File: config.mk
export PLATFORM = sky130hd
export DESIGN_NAME = segregated_pool_refcount_allocator_core
export DESIGN_NICKNAME = d
export VERILOG_FILES = /design/src/sv/spra_pkg.sv /design/src/sv/segregated_pool_refcount_allocator_core.sv
export SDC_FILE = /design/constraint.sdc
export NUM_CORES = 1
export LEC_CHECK = 0
export BUFFER_PORTS_ARGS = -buffer_cell sky130_fd_sc_hd__buf_4
export CORE_MARGIN = 4
export CORE_UTILIZATION = 30
export CTS_CLUSTER_DIAMETER = 80
export DETAILED_ROUTE_END_ITERATION = 6
export HOLD_SLACK_MARGIN = 0.15
export PLACE_DENSITY = 0.46
export REMOVE_ABC_BUFFERS = 1
export SYNTH_ARGS = -nofsm -noshare
export SYNTH_HDL_FRONTEND = slang
export SYNTH_SLANG_ARGS = --single-unit
File: constraint.sdc
create_clock -name i_clk -period 4.5 [get_ports i_clk]
set_input_delay 0.45 -clock i_clk [delete_from_list [all_inputs] [get_ports i_clk]]
set_output_delay 0.45 -clock i_clk [all_outputs]
set_load 0.01 [all_outputs]
File: src/sv/spra_pkg.sv
`default_nettype none

package spra_pkg;

    localparam int BASIC_SLOTS    = 8;
    localparam int DATAGRAM_SLOTS = 8;
    localparam int SNIP_SLOTS     = 8;
    localparam int STREAM_SLOTS   = 8;
    localparam int REF_BITS       = 8;

    localparam int TOTAL_SLOTS = BASIC_SLOTS + DATAGRAM_SLOTS + SNIP_SLOTS + STREAM_SLOTS;
    localparam int POOL_MAX    = 16;
    localparam int OFF_W       = $clog2(POOL_MAX);
    localparam int SLOT_AW     = $clog2(TOTAL_SLOTS);

    localparam int CMD_W    = 3;
    localparam int POOL_W   = 2;
    localparam int SLOT_W   = 6;
    localparam int STATUS_W = 3;
    localparam int REFO_W   = 8;
    localparam int CNT_W    = 5;
    localparam int NPOOLS   = 4;

    typedef logic [REF_BITS-1:0] t_refs;
    typedef logic [CNT_W-1:0]    t_cnt;
    typedef logic [SLOT_W-1:0]   t_slot;
    typedef logic [POOL_W-1:0]   t_pool;

    localparam t_refs REF_MAX = {REF_BITS{1'b1}};

    typedef enum logic [CMD_W-1:0] {
        CMD_ALLOC   = 3'd0,
        CMD_RELEASE = 3'd1,
        CMD_ADDREF  = 3'd2,
        CMD_CLEAR   = 3'd3,
        CMD_REPORT  = 3'd4
    } t_cmd;

    typedef enum logic [STATUS_W-1:0] {
        ST_OK       = 3'd0,
        ST_EMPTY    = 3'd1,
        ST_NOT_ALLOC = 3'd2,
        ST_SAT      = 3'd3,
        ST_RANGE    = 3'd4
    } t_status;

    typedef enum logic {
        S_IDLE,
        S_EXEC
    } t_state;

    function automatic t_slot pool_base(input t_pool p);
        t_slot b;
        unique case (p)
            2'd0: b = '0;
            2'd1: b = SLOT_W'(BASIC_SLOTS);
            2'd2: b = SLOT_W'(BASIC_SLOTS + DATAGRAM_SLOTS);
            default: b = SLOT_W'(BASIC_SLOTS + DATAGRAM_SLOTS + SNIP_SLOTS);
        endcase
        return b;
    endfunction

    function automatic t_cnt pool_size(input t_pool p);
        t_cnt s;
        unique case (p)
            2'd0: s = CNT_W'(BASIC_SLOTS);
            2'd1: s = CNT_W'(DATAGRAM_SLOTS);
            2'd2: s = CNT_W'(SNIP_SLOTS);
            default: s = CNT_W'(STREAM_SLOTS);
        endcase
        return s;
    endfunction

    function automatic t_pool pool_of(input t_slot s);
        t_pool p;
        if (s >= pool_base(2'd3)) begin
            p = 2'd3;
        end else if (s >= pool_base(2'd2)) begin
            p = 2'd2;
        end else if (s >= pool_base(2'd1)) begin
            p = 2'd1;
        end else begin
            p = 2'd0;
        end
        return p;
    endfunction

endpackage

`default_nettype wire

File: src/sv/segregated_pool_refcount_allocator_core.sv
`default_nettype none

// Reference-counted slot manager over four consecutive slot pools.
// A command word (i_cmd, i_pool_type, i_slot_index) is taken at a clock edge
// where start is high and busy is low. The block then raises busy for one
// cycle while it updates the slot's reference count, read from the count
// memory at the accepting edge, and writes it back together with the
// allocated flags and the per-pool live and peak counters.
// Exactly one result word follows every command: it is put on the o_ ports
// at the edge that ends the busy cycle and marked by o_valid. The receiver
// cannot stall, so no result is ever held back.
// No new command is taken while busy: the count memory read at the accepting
// edge is followed by the write-back in the busy cycle. A new command
// may be taken in the cycle its predecessor's result is shown.
// Allocation picks the lowest free slot of the pool with a priority search
// over that pool's allocated flags.
// Reset clears all allocated flags, live and peak counters and the state
// machine at once; the count memory needs no clearing since an entry is only
// read after an allocation has written it.
module segregated_pool_refcount_allocator_core (
    input  wire logic                           i_clk,
    input  wire logic                           i_rst_n,
    input  wire logic                           start,
    output logic                                busy,
    input  wire logic [spra_pkg::CMD_W-1:0]     i_cmd,
    input  wire logic [spra_pkg::POOL_W-1:0]    i_pool_type,
    input  wire logic [spra_pkg::SLOT_W-1:0]    i_slot_index,
    output logic                                o_valid,
    output logic [spra_pkg::STATUS_W-1:0]       o_status,
    output logic [spra_pkg::SLOT_W-1:0]         o_granted_slot,
    output logic [spra_pkg::REFO_W-1:0]         o_ref_count_after,
    output logic                                o_slot_freed,
    output logic [spra_pkg::POOL_W-1:0]         o_pool_reported,
    output logic [spra_pkg::CNT_W-1:0]          o_live_count,
    output logic [spra_pkg::CNT_W-1:0]          o_peak_count
);
    import spra_pkg::*;

    t_state r_state, n_state;
    logic   accept, exec;

    logic [CMD_W-1:0] r_cmd;
    t_pool            r_pool;
    t_slot            r_slot;
    t_refs            r_rd;

    t_refs mem [TOTAL_SLOTS];
    logic               mem_we;
    logic [SLOT_AW-1:0] mem_wa;
    t_refs              mem_wd;
    logic [SLOT_AW-1:0] mem_ra;

    logic [TOTAL_SLOTS-1:0] r_in_use, n_in_use;
    t_cnt r_live [NPOOLS];
    t_cnt r_peak [NPOOLS];
    t_cnt n_live [NPOOLS];
    t_cnt n_peak [NPOOLS];

    logic               in_range;
    t_pool              slot_pool;
    logic [SLOT_AW-1:0] slot_addr;
    logic               found;
    logic [OFF_W-1:0]   alloc_off;
    t_slot              alloc_slot;
    t_slot              cand;

    t_status res_status;
    t_slot   res_slot;
    t_refs   res_refs;
    logic    res_freed;
    t_pool   res_pool;
    logic    res_counts;
    t_refs   dec_refs;

    always_comb begin
        n_state = r_state;
        unique case (r_state)
            S_IDLE: begin
                if (start) begin
                    n_state = S_EXEC;
                end
            end
            S_EXEC: n_state = S_IDLE;
            default: n_state = S_IDLE;
        endcase
    end

    always_comb begin
        busy = 1'b0;
        exec = 1'b0;
        unique case (r_state)
            S_IDLE: busy = 1'b0;
            S_EXEC: begin
                busy = 1'b1;
                exec = 1'b1;
            end
            default: busy = 1'b0;
        endcase
    end

    assign accept = start && !busy;

    always_ff @(posedge i_clk) begin
        if (!i_rst_n) begin
            r_state <= S_IDLE;
        end else begin
            r_state <= n_state;
        end
    end

    always_ff @(posedge i_clk) begin
        if (accept) begin
            r_cmd  <= i_cmd;
            r_pool <= i_pool_type;
            r_slot <= i_slot_index;
        end
    end

    assign mem_ra = (7'(i_slot_index) < 7'(TOTAL_SLOTS)) ? i_slot_index[SLOT_AW-1:0] : '0;

    always_ff @(posedge i_clk) begin
        if (mem_we) begin
            mem[mem_wa] <= mem_wd;
        end
        if (accept) begin
            r_rd <= mem[mem_ra];
        end
    end

    assign in_range  = 7'(r_slot) < 7'(TOTAL_SLOTS);
    assign slot_pool = pool_of(r_slot);
    assign slot_addr = in_range ? r_slot[SLOT_AW-1:0] : '0;
    assign dec_refs  = (r_rd != '0) ? r_rd - 1'b1 : r_rd;

    always_comb begin
        found     = 1'b0;
        alloc_off = '0;
        cand      = '0;
        for (int i = POOL_MAX - 1; i >= 0; i--) begin
            cand = (i < int'(pool_size(r_pool))) ? pool_base(r_pool) + SLOT_W'(i)
                                                  : pool_base(r_pool);
            if ((i < int'(pool_size(r_pool))) && !r_in_use[cand[SLOT_AW-1:0]]) begin
                found     = 1'b1;
                alloc_off = OFF_W'(i);
            end
        end
        alloc_slot = pool_base(r_pool) + SLOT_W'(alloc_off);
    end

    always_comb begin
        n_in_use   = r_in_use;
        n_live     = r_live;
        n_peak     = r_peak;
        mem_we     = 1'b0;
        mem_wa     = slot_addr;
        mem_wd     = r_rd;
        res_status = ST_OK;
        res_slot   = '0;
        res_refs   = '0;
        res_freed  = 1'b0;
        res_pool   = r_pool;
        res_counts = 1'b1;
        case (r_cmd)
            CMD_ALLOC: begin
                if (found) begin
                    n_in_use[alloc_slot[SLOT_AW-1:0]] = 1'b1;
                    mem_we   = exec;
                    mem_wa   = alloc_slot[SLOT_AW-1:0];
                    mem_wd   = REF_BITS'(1);
                    n_live[r_pool] = r_live[r_pool] + 1'b1;
                    if (n_live[r_pool] > r_peak[r_pool]) begin
                        n_peak[r_pool] = n_live[r_pool];
                    end
                    res_slot = alloc_slot;
                    res_refs = REF_BITS'(1);
                end else begin
                    res_status = ST_EMPTY;
                end
            end
            CMD_RELEASE, CMD_ADDREF: begin
                res_pool = slot_pool;
                if (!in_range) begin
                    res_status = ST_RANGE;
                    res_pool   = '0;
                    res_counts = 1'b0;
                end else if (!r_in_use[slot_addr]) begin
                    res_status = ST_NOT_ALLOC;
                    res_slot   = r_slot;
                end else if (r_cmd == CMD_RELEASE) begin
                    res_slot = r_slot;
                    mem_we   = exec;
                    mem_wd   = dec_refs;
                    res_refs = dec_refs;
                    if (dec_refs == '0) begin
                        n_in_use[slot_addr] = 1'b0;
                        res_freed = 1'b1;
                        if (r_live[slot_pool] != '0) begin
                            n_live[slot_pool] = r_live[slot_pool] - 1'b1;
                        end
                    end
                end else begin
                    res_slot = r_slot;
                    res_refs = r_rd;
                    if (r_rd == REF_MAX) begin
                        res_status = ST_SAT;
                    end else begin
                        mem_we   = exec;
                        mem_wd   = r_rd + 1'b1;
                        res_refs = r_rd + 1'b1;
                    end
                end
            end
            CMD_CLEAR: begin
                for (int p = 0; p < NPOOLS; p++) begin
                    n_peak[p] = '0;
                end
            end
            default: begin
                res_status = ST_OK;
            end
        endcase
    end

    always_ff @(posedge i_clk) begin
        if (!i_rst_n) begin
            r_in_use <= '0;
            for (int p = 0; p < NPOOLS; p++) begin
                r_live[p] <= '0;
                r_peak[p] <= '0;
            end
        end else if (exec) begin
            r_in_use <= n_in_use;
            r_live   <= n_live;
            r_peak   <= n_peak;
        end
    end

    always_ff @(posedge i_clk) begin
        if (!i_rst_n) begin
            o_valid <= 1'b0;
        end else begin
            o_valid <= exec;
        end
    end

    always_ff @(posedge i_clk) begin
        if (exec) begin
            o_status          <= res_status;
            o_granted_slot    <= res_slot;
            o_ref_count_after <= (32'(res_refs) > 32'd255) ? 8'hFF : REFO_W'(res_refs);
            o_slot_freed      <= res_freed;
            o_pool_reported   <= res_pool;
            o_live_count      <= res_counts ? n_live[res_pool] : '0;
            o_peak_count      <= res_counts ? n_peak[res_pool] : '0;
        end
    end

    a_busy_one_cycle : assert property (@(posedge i_clk) disable iff (!i_rst_n)
        busy |=> !busy)
        else $error("busy held for more than one cycle");

    a_result_follows : assert property (@(posedge i_clk) disable iff (!i_rst_n)
        busy |=> o_valid)
        else $error("command gave no result word");

    a_freed_zero : assert property (@(posedge i_clk) disable iff (!i_rst_n)
        (o_valid && o_slot_freed) |-> (o_ref_count_after == '0 && o_status == ST_OK))
        else $error("freed slot reports a nonzero count");

    a_empty_full : assert property (@(posedge i_clk) disable iff (!i_rst_n)
        (o_valid && o_status == ST_EMPTY) |->
            (o_live_count == pool_size(o_pool_reported)))
        else $error("pool reported empty while not full");

    a_range_blank : assert property (@(posedge i_clk) disable iff (!i_rst_n)
        (o_valid && o_status == ST_RANGE) |->
            (o_live_count == '0 && o_pool_reported == '0 && o_granted_slot == '0))
        else $error("out-of-range result carries counts");

endmodule

`default_nettype wire

* Word-level counts from Yosys, hierarchy flattened
Memories as Yosys holds them, arrays and structs flattened. A register that Yosys moved wholly into a read port is not among the register bits.
Index checks and enable logic that the tools add are counted.
** Word-level totals
- Word-level logic and storage cells :: 214
- Memory bits (writable) :: 256
- Bits in read-only memories :: 0
- Output and inout port bits :: 32
- Memories kept :: 1
- Register bits after elaboration :: 115
- Bits in latches :: 0
- Bits of input ports :: 14
** Memories
- mem :: words 32, bits a word 8, read ports 1, clocked after Yosys merged registers in 1, wr ports 1, line segregated_pool_refcount_allocator_core.sv:47 : t_refs mem [TOTAL_SLOTS];
** Operators by class
- $mul :: 0
- Divide/modulo/power cells :: 0
- Bitwise logic cells :: 7
- Equality and inequality tests :: 11
- Magnitude comparators :: 23
- $add $sub $neg :: 12
- Shifts and indexed selects :: 0
- Multiplexer cells :: 124
- Reduce and logical (&&, ||, !) cells :: 15
** Operators with widths (count)
- 20-bit 2-to-1 mux :: 8
- 32-bit 2-to-1 mux :: 5
- 5-bit 2-to-1 mux :: 18
- 20-bit case mux with 2 select lines :: 2
- 8-bit 2-to-1 mux :: 8
- 32-bit case mux with 2 select lines :: 1
- 5-bit binary-select mux with 2-bit select :: 6
- 20-bit bitwise mux :: 3
- 5-bit by 6-bit < comparator with 1-bit output, second input constant :: 10
- 1-bit binary-select mux with 5-bit select :: 9
- 1-bit 2-to-1 mux :: 34
- 32-bit AND :: 1
- 32-bit inverter :: 1
- 32-bit OR :: 1
- 8-bit case mux with 2 select lines :: 2
- 4-bit 2-to-1 mux :: 7
- 5-bit by 3-bit adder with 5-bit output, second input constant :: 4
- 5-bit demux with 2-bit select :: 2
- 5-bit case mux with 3 select lines :: 1
- 2-bit 2-to-1 mux :: 7
- 6-bit by 5-bit greater-or-equal comparator with 1-bit output, second input constant :: 2
- 6-bit < comparator, second input constant :: 2
- 6-bit 2-to-1 mux :: 2
- 6-bit case mux with 2 select lines :: 1
- 34 further kinds :: 55

* Depth between registers and ports, before layout
- Depth after elaboration :: 21
- Mapped depth :: 16
- Depth with buffers taken out :: 13

* Worst setup path before layout
Ideal clock, no wire load.
- Path type :: register to register
- Start :: register r_pool[0]
- End :: register o_peak_count[3] in the netlist's numbering (data pin)
- Stages on the path, launching flop included :: 16
- Path buffers :: 2
- Period minus slack after synthesis :: 4.057 ns
- Setup time :: 0.254 ns
- Setup slack :: 0.443 ns
- Data arrival time :: 3.803 ns
- Required time :: 4.246 ns
- Cell sequence :: edfxtp_1 -> buf_6 -> clkbuf_1 -> mux4_2 -> ha_1 -> nand3_1 -> xor2_1 -> inv_1 -> ha_1 -> and3_1 -> a31oi_1 -> nand2_1 -> o31a_1 -> a221oi_1 -> a2111oi_0 -> a21o_1
** Between the ends
- Word-level cells in the longest chain between the ends :: 18
- Elaborated cells between the ends (all ways) :: 62
- Those cells by class :: 8 x add/sub; 3 x order compare; 2 x eq/ne; 45 x mux; 2 x bitwise; 2 x reduce/logical
** Ends and longest elaborated chain
- start: declaration :: line segregated_pool_refcount_allocator_core.sv:43 : t_pool r_pool;
- start signal: assignment :: line segregated_pool_refcount_allocator_core.sv:114 : r_pool <= i_pool_type;
- 2-bit == test, or another cell as far along
- 5-bit case mux with 3 select lines
- 5-bit by 3-bit adder with 5-bit output :: line segregated_pool_refcount_allocator_core.sv:140 : cand = (i < int'(pool_size(r_pool))) ? pool_base(r_pool) + SLOT_W'(i)
- 1-bit binary-select mux with 5-bit select :: line segregated_pool_refcount_allocator_core.sv:142 : if ((i < int'(pool_size(r_pool))) && !r_in_use[cand[SLOT_AW-1:0]]) begin
- 1-bit 2-to-1 mux (not written as such) :: line segregated_pool_refcount_allocator_core.sv:142
- 1-bit 2-to-1 mux (8 in series) :: line segregated_pool_refcount_allocator_core.sv:142
- 20-bit 2-to-1 mux :: line segregated_pool_refcount_allocator_core.sv:165 : if (found) begin
- 20-bit case mux with 2 select lines :: line segregated_pool_refcount_allocator_core.sv:163 : case (r_cmd)
- 5-bit binary-select mux with 2-bit select (*) :: line segregated_pool_refcount_allocator_core.sv:254 : o_peak_count <= res_counts ? n_peak[res_pool] : '0;
- 5-bit 2-to-1 mux (not written as such) (*) (2 in series) :: line segregated_pool_refcount_allocator_core.sv:254
- end signal: assignment :: line segregated_pool_refcount_allocator_core.sv:254
- end: declaration :: line segregated_pool_refcount_allocator_core.sv:35 : output logic [spra_pkg::CNT_W-1:0] o_peak_count
Mark *: on every way between the ends. The rest lies on a longest branch, timed or not. The select of a mux whose other input is x is not followed.
A chain may end at the register's enable or synchronous reset.

* Worst setup path in the final report
- Start :: register r_rd[0] (read register of mem)
- End :: register o_live_count[3] in the netlist's numbering (data pin)
** Between the ends
- Word-level cells in the longest chain between the ends :: 11
- Elaborated cells between the ends (all ways) :: 12
- Those cells by class :: 1 x add/sub; 9 x mux; 2 x reduce/logical
** Ends and longest elaborated chain
- start: declaration :: line segregated_pool_refcount_allocator_core.sv:45 : t_refs r_rd;
- 8-bit by 1-bit subtractor with 8-bit output or 8-bit nonzero test (tied branches) :: line segregated_pool_refcount_allocator_core.sv:133 : assign dec_refs = (r_rd != '0) ? r_rd - 1'b1 : r_rd;
- 8-bit 2-to-1 mux (*) :: line segregated_pool_refcount_allocator_core.sv:133
- 8-bit logical NOT (*) :: line segregated_pool_refcount_allocator_core.sv:194 : if (dec_refs == '0) begin
- 20-bit 2-to-1 mux (*) :: line segregated_pool_refcount_allocator_core.sv:194
- 20-bit 2-to-1 mux (*) :: line segregated_pool_refcount_allocator_core.sv:189 : end else if (r_cmd == CMD_RELEASE) begin
- 20-bit 2-to-1 mux (*) :: line segregated_pool_refcount_allocator_core.sv:186 : end else if (!r_in_use[slot_addr]) begin
- 20-bit 2-to-1 mux (*) :: line segregated_pool_refcount_allocator_core.sv:182 : if (!in_range) begin
- 20-bit case mux with 2 select lines (*) :: line segregated_pool_refcount_allocator_core.sv:163
- 5-bit binary-select mux with 2-bit select (*) :: line segregated_pool_refcount_allocator_core.sv:253 : o_live_count <= res_counts ? n_live[res_pool] : '0;
- 5-bit 2-to-1 mux (not written as such) (*) (2 in series) :: line segregated_pool_refcount_allocator_core.sv:253
- end signal: assignment :: line segregated_pool_refcount_allocator_core.sv:253
- end: declaration :: line segregated_pool_refcount_allocator_core.sv:34 : output logic [spra_pkg::CNT_W-1:0] o_live_count,
Marked as above.

==> run_results.csv <==
group,metric,value,unit
status,status,"complete, no violations",
critical_path,cpPeakStageDelay,0.56,ns
timing,fmax,238,MHz
cts,cts_tree,"built",
global_routing,grt_pass1_vias,12900,
drt,via_count,12900,
job,maxCapViolCount,0,
timing,hold_violations,0,
pwr,p_total,8.08,mW
drt,wl,56200,um
cells_and_area,multi_input_area,6880,um2
cts,clock_sinks,378,
global_routing,grt-ovfl-total,0,
floorplanning,coreArea,59100,um2
global_routing,grt_first_pass_wirelength,84700,um
floorplanning,die_w,253,um
timing,worst_pin_slew,1.15,ns
place,portBuffers,44,
critical_path,rr_worst_depth,11,
global_routing,grtUsageTotal,17.4,%
cells_and_area,mostFrequentLayoutCell,"edfxtp_1",
drt,ant_nets,0,
cts,cts_buffers,43,
floorplanning,pin_count,46,
cts,root_buffer,"clkbuf_16",
drt,first_pass_iters,6,
place,dp_cells,2280,
critical_path,arrival,4.53,ns
critical_path,cp-start-kind,"flip-flop",
timing,clock_skew,0.0240,ns
timing,setup_viol,0,
critical_path,critPathSlowestCell,"edfxtp_1",
drt,via_per_inst,5.46,
cts,clk_pin_slew_worst_paths,0.06,ns
critical_path,cp.required,4.83,ns
yosys,synth_edf_count,304,
pwr,peakVddDrop,0.000263,V
yosys,ys_seq_elements,378,
floorplanning,fp.dieArea,63900,um2
floorplanning,placementRows,89,
cells_and_area,layoutNonFillerInstCount,2371,
critical_path,critPathKind,"flip-flop to flip-flop",
drt,drt_iter0_markers,1028,
cells_and_area,final_cell_mix,"edfxtp_1, o21ai_0, buf_4",
cells_and_area,antenna_cells,0,
critical_path,path_common_cell,"a21o_1",
yosys,yosysSeqAreaShare,59.1,%
yosys,syn_area,18000,um2
critical_path,crit_chain,"inv_1, ha_1, or4b_4, or4_4, mux2i_4, nor4_1, nand4b_4, a21o_1, a221oi_1, o21ai_0, a21o_1",
pwr,p_leak,6.98,nW
cells_and_area,nets,1588,
pwr,p_per_area,385,nW/um2
timing,post-route-period-util,93.3,%
place,gp_congestion,0.931,
drt,wl_per_cell,23.7,um
timing,min_period,4.20,ns
cells_and_area,nFillCells,5770,
place,postPlaceCellArea,19500,um2
cells_and_area,syn_to_final_growth,16.8,%
global_routing,grt_max_degree,67,
yosys,yosys_warnings,0,
yosys,synthFlopType,"edfxtp_1",
yosys,syn_inst,1478,
floorplanning,start_util,30.4,%
timing,final.setup.tns,0,ns
cts,insertion_delay,0.59,ns
cells_and_area,seqCellArea,10600,um2
hold_path,hold-path-cell-count,1,
global_routing,grt_antenna_before_repair,0,
place,hpwl,38400,um
yosys,ys_async_sr_fraction,0,%
timing,maxSlewViolCount,0,
cells_and_area,drive_gt1_share,17.6,%
critical_path,endpoint_kind,"flip-flop",
hold_path,hold_path.class,"input port to flip-flop",
cts,htree_levels,2,
cts,clockBufferDepth,3,
yosys,avgSynthCellArea,12.2,um2
timing,relSlewSlack,23.5,%
yosys,synth_cell_types,83,
floorplanning,fp.dieH,253,um
timing,grt_setup_unrepaired,"false",
drt,drc_errors,0,
critical_path,cp_max_fo,11,
cells_and_area,final_area,21000,um2
## critical path, delay by kind of cell, from the launching register on
| kind | cells | cell delay, ns |
|---|---|---|
| flip-flops | 1 | 0.56 |
| AND/OR/NAND/NOR | 4 | 1.66 |
| adder cells (fa/ha/maj) | 1 | 0.15 |
| multiplexers | 1 | 0.25 |
| buffers and inverters | 1 | 0.15 |
| AO/OA/AOI/OAI | 4 | 1.16 |
## synth_stat cells (all sizes together), types with 31 or more instances
cell	count	area (um2)
and2	34	215
a21oi	72	360
nand2	107	404
dfxtp	74	1480
mux4	54	1230
o21ai	144	721
edfxtp	304	9130
clkbuf	74	278
nor2	113	429
nand3	53	265
o211ai	31	233
mux2i	45	463
## kinds of logic after synthesis
family | share of synthesized area (%)
other | 0.0209
AO/OA/AOI/OAI | 14.4
flip-flops | 59.1
AND/OR/NAND/NOR | 12.8
adder cells (fa/ha/maj) | 0.696
buffers and inverters | 2.77
multiplexers | 9.76
XOR/XNOR | 0.488
## final timing paths
check                      startpoint                             to  slack (ns)
max reg2reg         r_rd[0]$_DFFE_PP_  o_live_count[3]$_SDFFCE_PN0P_        0.30
min reg2reg  r_in_use[6]$_SDFFE_PN0P_       r_in_use[6]$_SDFFE_PN0P_        0.50
min                   i_slot_index[5]            r_slot[5]$_DFFE_PP_        0.21
max                 r_rd[0]$_DFFE_PP_  o_live_count[3]$_SDFFCE_PN0P_        0.30
## sequential cells by signal, indices dropped and copies added, names as in the netlist, 6 cells and up
signal and count:
mem 256, r_in_use 32, r_live 20, r_peak 20, o_ref_count_after 8, r_rd 8
r_slot 6
## power breakdown
part / leakage, nW / internal (mW) / switching, mW
Combinational: 2.95 / 0.276 / 0.533
Sequential: 3.37 / 3.87 / 0.0684
Clock: 0.653 / 1.89 / 1.45
## through the flow
stage	util (%)	setup WS, ns	hold WS (ns)
6_report	35.5	0.299	0.214
5_1_grt	35.5	0.0416	0.201
4_1_cts	35.4	0.263	0.181
3_5_place_dp	33.0	0.283	0.490
3_3_place_gp	33.0	0.310	0.487
2_1_floorplan	-	-0.602	0.455
## layout make-up
| class | count | area share, % |
|---|---|---|
| Inverter | 22 | 0.394 |
| Multi-Input combinational cell | 977 | 32.8 |
| Tap cell | 773 | 4.61 |
| Timing Repair Buffer | 142 | 5.31 |
| Clock inverter | 24 | 0.942 |
| Clock buffer | 55 | 5.34 |
| Sequential cell | 378 | 50.6 |
## metal layers
metal	global-route usage [%]	wire (um)	part of all wire, %
met3	2.84	2770	4.9
met4	4.65	1480	2.6
met5	0	0	0
met2	29.1	26500	47
met1	23.6	25400	45
## what timing repair did
item,in CTS,in global routing
endpoints found under the setup margin,0,3
hold endpoints to repair,9,0
hold buffers,9,0
gates resized for setup,0,2
buffers inserted,0,3
(Power assumes the default switching activity.)
